## src/rtl/block_bitmap_allocator_assert.svh

```systemverilog
// Assertion macros for the block bitmap allocator.
// Expects clk and rst_n in the scope of the module that uses them.
`ifndef BLOCK_BITMAP_ALLOCATOR_ASSERT_SVH
`define BLOCK_BITMAP_ALLOCATOR_ASSERT_SVH

// same-cycle implication
`define BBA_ASSERT_IMP(lbl, ant, con) \
  lbl: assert property (@(posedge clk) disable iff (!rst_n) (ant) |-> (con)) \
    else $error("bba assertion failed");

// next-cycle implication
`define BBA_ASSERT_NXT(lbl, ant, con) \
  lbl: assert property (@(posedge clk) disable iff (!rst_n) (ant) |=> (con)) \
    else $error("bba assertion failed");

`endif

```

## src/rtl/bba_map_mem.sv

```systemverilog
// Used-block map storage: one write port, one read port, registered read data.
// Standalone; sized by the allocator top level.
module bba_map_mem #(
  parameter int WORD_BITS = 32,
  parameter int NUM_WORDS = 128,
  parameter int AW        = 7
) (
  input  logic                 clk,
  input  logic                 we_i,
  input  logic [AW-1:0]        waddr_i,
  input  logic [WORD_BITS-1:0] wdata_i,
  input  logic [AW-1:0]        raddr_i,
  output logic [WORD_BITS-1:0] rdata_o
);

  logic [WORD_BITS-1:0] mem [NUM_WORDS];
  logic [WORD_BITS-1:0] rdata_r;

  always_ff @(posedge clk) begin
    if (we_i) begin
      mem[waddr_i] <= wdata_i;
    end
    rdata_r <= mem[raddr_i];
  end

  assign rdata_o = rdata_r;

endmodule

```

## config.mk

```make
export PLATFORM = sky130hd
export DESIGN_NAME = bba_map_mem
export DESIGN_NICKNAME = d
export VERILOG_FILES = /design/src/rtl/block_bitmap_allocator_assert.svh /design/src/rtl/bba_map_mem.sv
export SDC_FILE = /design/constraint.sdc
export NUM_CORES = 2
export LEC_CHECK = 0
export ABC_AREA = 1
export BUFFER_PORTS_ARGS = -buffer_cell sky130_fd_sc_hd__buf_2
export CORE_MARGIN = 2
export CORE_UTILIZATION = 45
export CTS_CLUSTER_SIZE = 28
export DETAILED_ROUTE_END_ITERATION = 10
export PLACE_DENSITY = 0.57
export REMOVE_ABC_BUFFERS = 1
export SETUP_SLACK_MARGIN = 0.15
export SYNTH_ARGS = -nofsm -noshare
export SYNTH_HDL_FRONTEND = slang
export SYNTH_SLANG_ARGS = --single-unit
export TNS_END_PERCENT = 10
```

## constraint.sdc

```tcl
create_clock -name clk -period 3.5 [get_ports clk]
set_clock_uncertainty 0.15 [all_clocks]
set_input_delay 0.7 -clock clk [delete_from_list [all_inputs] [get_ports clk]]
set_output_delay 0.7 -clock clk [all_outputs]
set_load 0.02 [all_outputs]
```

==> reports/summary.txt <==
Status = finished clean
Post-Synth XOR/XNOR Area = 0%
Die width = 609 µm
Fin. Hold Viols = 0
Synth Area in Adders = 0%
Switching share of power = 23.3%
Power per cell area = 559 nW/µm²
Total gr overflow = 0
Slew of the pin with the lowest slew margin = 1170 ps
Largest family of logic cells by synthesized area = simple AND/OR/NAND/NOR gates
Min cycle time layout = 3190 ps
Critical Path Fanout Max = 37
Worst path required time = 4210 ps
Cell area after synthesis = 165000 µm²
RSZ-0062 raised after global routing = no
Relative slew slack = 22.2%
Drt first pass iters = 6
Die height = 609 µm
Share of layout cells above drive strength 1 = 11.0%
Post-Route WL = 526 mm
#FFs+latches synth = 4128
Leading area contributor after synthesis = edfxtp_1
Std cell rows = 222
Core area = 365000 µm²
Min-delay worst type = in -> reg
Commonest non-fill, non-tap cells in the layout = nand2_1, edfxtp_1, nand3_1
Leakage = 66.5 nW
Syn-to-layout area delta = 16.0%
Final setup fails = 0
RePlAce Congestion = 0.887
Total I/O pin count = 80
Clk pin slew, worst setup/hold paths = 60 ps
CP dominant cell by count = nand3_1
GRT Resource Usage Total = 27.8%
Ys Warns = 0
Mux cell area share after synthesis = 0%
Sequential share of power = 51.4%
Initial DRC count = 14900
Top post-synthesis cells by area = edfxtp_1, nand3_1, nand2_1
Maximum VDD drop = 0.000476 V
Htree depth = 5
Kind of critical path = in -> reg
Nets = 13800
Endpoint type of the worst setup path = flop
First-pass GRT wire length = 750 mm
Die area = 371000 µm²
Post-cts resize count = 0
Top cell type's share of synthesized area = 74.7%
Clk_lat worst skew = 1020 ps
Synth cell types = 15
Largest net degree at the start of global routing = 147
CP Data Arrival Time = 3900 ps
Fin area = 191000 µm²
Detail Route Antenna Nets = 0
CTS Buf Count = 429
Routed vias = 111000
Detailed Place HPWL = 303 mm
FMAX = 313 MHz
WL/cell = 27.8 µm
DRC violations left = 0
Initial antenna violation count = 38
Startpoint Class = input port
Most common cell after layout, fill and taps aside = nand2_1
Crit path cell chain = buf_8, buf_12, buf_12, buf_12, buf_12, nand3_1, nand3_1, nand3_1, nand3_1, nand3_1, nand3_1, nand2_1
Int Power = 81.8 mW
Crit-path slowest cell = nand3_1
Clock Path Buffers = 4
Net switching power = 24.8 mW
CP max stage delay = 490 ps
Setup tns final = 0 ps
Vias per inst = 5.85
Synth Area in Compound Gates = 0%
Buffers on Ports = 79
Vias in the first global route = 104000
MaxCap Viol Count = 0
CTS tree = done
Clock share of power = 41.8%
Avg Cell Area, Syn = 12.3 µm²
Max-slew violation count = 0
Cells after synthesis = 13400
Root Buffer = clkbuf_16
Clk sink count = 4128
Total of fill cells in the finished design = 30600
Simple-Gate Fraction of Synth Area = 22.1%
Tcrit/Tclk final = 91.2%
Placed Area = 177000 µm²
Sequential area share after synthesis = 75.1%
Initial Util = 45.1%
Comb power frac = 6.9%
kinds of logic (layout without fill, tap and decap cells):
| group | Yosys count | after routing |
|---|---|---|
| AND/OR/NAND/NOR | 8328 | 8328 |
| buffers and inverters | 933 | 1633 |
| flip-flops | 4128 | 4128 |
| other | 0 | 30 |
metrics by stage:
step | setup slack, ps | util (%) | std cells | power, mW | hold slack, ps
5_1_grt | 271 | 52.3 | 18900 | 109 | 62.1
3_3_place_gp | -621 | 48.5 | 18100 | 62.9 | 708
3_5_place_dp | -634 | 48.5 | 18100 | 63.0 | 708
6_report | 307 | 52.3 | 18900 | 107 | 63.9
2_1_floorplan | -7580 | - | 12500 | 58.9 | 604
4_1_cts | 425 | 52.3 | 18900 | 107 | 27.1
synthesized netlist by cell type:
cell type	instances
nand2_1	4151
edfxtp_1	4096
nand3_1	4035
buf_2	602
nor2_1	134
clkbuf_1	109
buf_1	100
buf_4	86
dfxtp_1	32
inv_1	20
buf_6	11
nor3_1	8
inv_2	2
inv_4	2
buf_8	1
state kept, by name (all words and copies together), names as in the netlist:
| signal | cells |
|---|---|
| mem | 4096 |
| rdata_o | 32 |
final cells by class:
class	count	area [µm²]	area share, %
flip-flops and latches	4128	124000	64.8
multi-input cells	8328	37300	19.5
clock buffers	531	11300	5.94
repair buffers	819	10100	5.29
well taps	4816	6030	3.16
clock inverters	259	2300	1.21
inverters	24	143	0.0747
diodes	30	75.1	0.0393
power by group through the flow:
stage	clock (mW)	sequential, mW	combinational (mW)
finish	44.6	54.8	7.32
global placement	0	55.8	7.15
CTS	45.0	54.8	7.27
detailed placement	0	55.8	7.24
global route	46.9	54.7	7.78
floorplan	0	55.7	3.18
critical path, delay by kind of cell:
family	cells	cell delay, ps
buf+inv	5	1160
simple gates	7	1740
final timing paths:
path	startpoint	endpoint	slack, ps	depth (start not counted)
setup / recovery	raddr_i[1]	rdata_o[31]	310	12
hold / removal	wdata_i[27]	mem[59][27]	60	2
setup reg to reg	mem[63][29]	rdata_o[29]	1090	8
hold reg to reg	mem[24][10]	rdata_o[10]	710	8
layer usage:
layer	vias to the layer above	part of all wire, %	global-route usage [%]	wire length [µm]
met5	-	0.0051	0	27
met4	4	3.9	10.2	20600
met3	785	9.4	4.18	49200
met2	5578	46	43.4	242000
met1	55600	41	39.7	214000
li1	48700	-	-	-
repair_timing:
| action | in CTS | in global routing |
|---|---|---|
| endpoints found under the setup margin | 0 | 0 |
| hold buffers | 8 | 0 |
| hold endpoints to repair | 83 | 0 |
| setup buffers | 0 | 0 |
(Power assumes the default switching activity.)
