$ cat src/rtl/block_bitmap_allocator_assert.svh
// Assertion macros for the block bitmap allocator.
// Expects clk and rst_n in the scope of the module that uses them.
`ifndef BLOCK_BITMAP_ALLOCATOR_ASSERT_SVH
`define BLOCK_BITMAP_ALLOCATOR_ASSERT_SVH

// same-cycle implication
`define BBA_ASSERT_IMP(lbl, ant, con) \
  lbl: assert property (@(posedge clk) disable iff (!rst_n) (ant) |-> (con)) \
    else $error("bba assertion failed");

// next-cycle implication
`define BBA_ASSERT_NXT(lbl, ant, con) \
  lbl: assert property (@(posedge clk) disable iff (!rst_n) (ant) |=> (con)) \
    else $error("bba assertion failed");

`endif

$ cat src/rtl/bba_word_unit.sv
// Per-word scan unit: lowest free bit search, set/clear of one bit and the
// reset pattern of a map word. Purely combinational; no package dependency.
module bba_word_unit #(
  parameter int WORD_BITS  = 32,
  parameter int NUM_BLOCKS = 4096,
  parameter int RESERVED   = 64,
  parameter int BW         = 13,
  parameter int CW         = 13,
  parameter int PW         = 5
) (
  input  logic [WORD_BITS-1:0] word_i,
  input  logic [BW-1:0]        base_i,
  input  logic [PW-1:0]        free_pos_i,
  output logic                 found_o,
  output logic [PW-1:0]        pos_o,
  output logic [WORD_BITS-1:0] alloc_word_o,
  output logic [WORD_BITS-1:0] free_word_o,
  output logic [WORD_BITS-1:0] init_word_o
);

  logic [WORD_BITS-1:0] hot;

  // isolate the lowest clear bit
  assign hot     = ~word_i & (word_i + WORD_BITS'(1));
  assign found_o = ~&word_i;

  always_comb begin
    pos_o = '0;
    for (int i = 0; i < WORD_BITS; i++) begin
      if (hot[i]) begin
        pos_o = pos_o | PW'(i);
      end
    end
  end

  assign alloc_word_o = word_i | hot;
  assign free_word_o  = word_i & ~(WORD_BITS'(1) << free_pos_i);

  // blocks below RESERVED and padding past NUM_BLOCKS read as used
  always_comb begin
    logic [CW-1:0] blk;
    init_word_o = '0;
    for (int j = 0; j < WORD_BITS; j++) begin
      blk = CW'(base_i) + CW'(j);
      init_word_o[j] = (blk < CW'(RESERVED)) || (blk >= CW'(NUM_BLOCKS));
    end
  end

endmodule

$ cat config.mk
export PLATFORM = sky130hd
export DESIGN_NAME = bba_word_unit
export DESIGN_NICKNAME = d
export VERILOG_FILES = /design/src/rtl/block_bitmap_allocator_assert.svh /design/src/rtl/bba_word_unit.sv
export SDC_FILE = /design/constraint.sdc
export NUM_CORES = 1
export LEC_CHECK = 0
export BUFFER_PORTS_ARGS = -buffer_cell sky130_fd_sc_hd__buf_4
export CAP_MARGIN = 20
export CORE_ASPECT_RATIO = 0.5
export CORE_MARGIN = 4
export CORE_UTILIZATION = 49
export DETAILED_ROUTE_END_ITERATION = 7
export PLACE_DENSITY = 0.79
export SLEW_MARGIN = 20
export SYNTH_ARGS = -nofsm -noshare
export SYNTH_HDL_FRONTEND = slang
export SYNTH_SLANG_ARGS = --single-unit
$ cat constraint.sdc
create_clock -name vclk -period 2.1
set_input_delay 0.21 -clock vclk [all_inputs]
set_output_delay 0.21 -clock vclk [all_outputs]
set_load 0.005 [all_outputs]
==> flow_summary.ini <==
[job]
cap_violations = 0

[layout]
area_growth_pct = 66.7
finalInstanceArea_sq_mm = 0.00760
antenna_cells = 0
drive_gt1_share_pct = 44.4
nClkBuffers = 0
num-fill-cells = 510
stdcell_count = 1142
final_nets = 1096
regArea_sq_um = 0
seq_cells = 0

[sta]
post-route-min-period_ns = 2.24
fmax_mhz = 446
maxSlewViolCount = 0
timing.final.crit_share_pct = 107
setup_viol = 14
rsz0062_at_grt = true
layout_setup_ws_ns = -0.144
hold_violations = 0

[power_and_ir_drop]
p_leak_nw = 3.26
irDropWorstVdd_uv = 135
power.density_mw_per_mm2 = 198

[worst_hold_path]
worstHoldPathType = in -> out

[global_routing]
gr-usage-all-layers_pct = 37.4
antenna_found_initial = 1
grt_max_degree = 27
grt_pass1_wl_mm = 34.2
grt-ovfl-total = 0
grt_pass1_vias = 6640

[outcome]
violations = DRC, setup timing
status = finished with violations

[worst_setup_path]
critPathMaxFanout = 7
cp.arrival_ns = 2.03
crit_path_end_kind = output port
path_class = in -> out
required_ns = 1.89
cp-start-kind = input port

[synthesis]
synth_fp_nets = 832
synth_top_area_cell = nand2_1
synthCells = 763
ys_warn_count = 0
synth_cell_types = 81
synth_seq_area_share_pct = 0
synth_area_sq_mm = 0.00456
yosys.area.top_type_share_pct = 7.91
syn_area_per_cell_sq_um = 5.97
netlist_top_cells_area = nand2_1 7.9%, nor2_1 7.5%, a21oi_1 6.4%

[placement]
gp_routability_congestion = 1.08
dpl.hpwl_mm = 17.8
io_buffers = 151
placed_area_sq_mm = 0.00673
placed_cells = 1127

[floorplanning]
ioPinCount = 152
start_util_pct = 51.3
fp-row-count = 24
coreArea_sq_mm = 0.00889
fp.dieW_um = 144
die_height_um = 76.2
die-area_sq_mm = 0.0110

[route]
post_drt_wl_per_cell_um = 22.1
vias_per_cell = 6.75
ant_nets = 0
first_iter_violations = 1309
vias = 7706
wl_mm = 25.2
remaining_drc_errors = 63
firstDrtPassIters = 8

[clock_tree]
hold_buffers = 0
[layer usage]
| metal | GRT usage (%) | share of wire (%) |
|---|---|---|
| met2 | 61.4 | 43 |
| met3 | 8.03 | 15 |
| met4 | 11.8 | 6.5 |
| met5 | 0 | 0.044 |
| met1 | 48.6 | 35 |
[cells in the mapped netlist, types with 19 or more instances]
cell type,count
ha_1,19
xnor2_1,22
o21ai_0,54
nand3_1,30
nor3_1,19
nor2_1,91
nand2_1,96
clkbuf_1,27
a21oi_1,58
nand2b_1,23
[placed cells by master, fill, tap and decap left out, types with 15 or more instances in the layout]
| cell type | Yosys | final |
|---|---|---|
| a21oi_2 | 0 | 16 |
| a21boi_0 | 18 | 18 |
| a21oi_1 | 58 | 36 |
| nor3_1 | 19 | 17 |
| nand4_1 | 15 | 15 |
| buf_4 | 5 | 297 |
| nand2_1 | 96 | 88 |
| nand2b_1 | 23 | 20 |
| nor2_1 | 91 | 81 |
| o21ai_0 | 54 | 37 |
| buf_6 | 0 | 16 |
| xnor2_1 | 22 | 21 |
| nand3_1 | 30 | 29 |
[critical path, stage by stage]
cell and delay [ns]:
buf_8 0.08, clkinvlp_4 0.09, buf_12 0.16, ha_4 0.17
buf_6 0.11, a21bo_4 0.21, nand2_2 0.05, nand2_2 0.09
a211oi_2 0.19, a31oi_1 0.07, o41ai_2 0.41, buf_4 0.19
[cell families (layout without fill, tap and decap cells)]
logic type / after synthesis / in the layout / share of synthesized area (%)
simple gates: 351 / 351 / 38.5
xor+xnor: 34 / 34 / 6.53
fa+ha+maj: 19 / 19 / 5.22
compound gates: 270 / 270 / 39.4
mux: 14 / 14 / 3.18
buf+inv: 74 / 336 / 7.03
other cells: 1 / 1 / 0.0823
[report_power, final]
part | internal [mW] | switching [mW]
clock network | 0 | 0
registers | 0 | 0
logic | 0.685 | 0.818
total | 0.685 | 0.818
[what timing repair did]
item                       CTS  global route
pin swaps                   10            51
buffers inserted             2            14
resized for setup           52           130
cloned                       0             0
setup endpoints to repair   24            30
[final cells by class]
| class | count | area [sq um] | share of cell area [%] |
|---|---|---|---|
| Tap cell | 117 | 146 | 1.93 |
| Multi-Input combinational cell | 689 | 4890 | 64.3 |
| Timing Repair Buffer | 317 | 2480 | 32.6 |
| Inverter | 19 | 83.8 | 1.10 |
[through the flow]
step / power [mW] / TNS [ns] / util [%] / setup WS, ns / hold WS (ns)
6_report: 1.50 / -0.715 / 85.5 / -0.144 / 0.742
5_1_grt: 1.57 / -1.97 / 85.5 / -0.260 / 0.746
4_1_cts: 1.28 / -0.581 / 78.0 / -0.118 / 0.733
3_5_place_dp: 1.23 / -2.76 / 75.7 / -0.318 / 0.729
3_3_place_gp: 1.21 / -1.62 / 75.7 / -0.200 / 0.729
2_1_floorplan: 0.579 / 0 / - / 0.0116 / 0.491
[path summary, 6_finish.rpt]
path                       start                to  cells past startpoint
worst max-delay path   base_i[3]   init_word_o[29]                     12
worst min-delay path  word_i[27]  alloc_word_o[27]                      4
No activity file was read; power rests on OpenSTA's default activity.
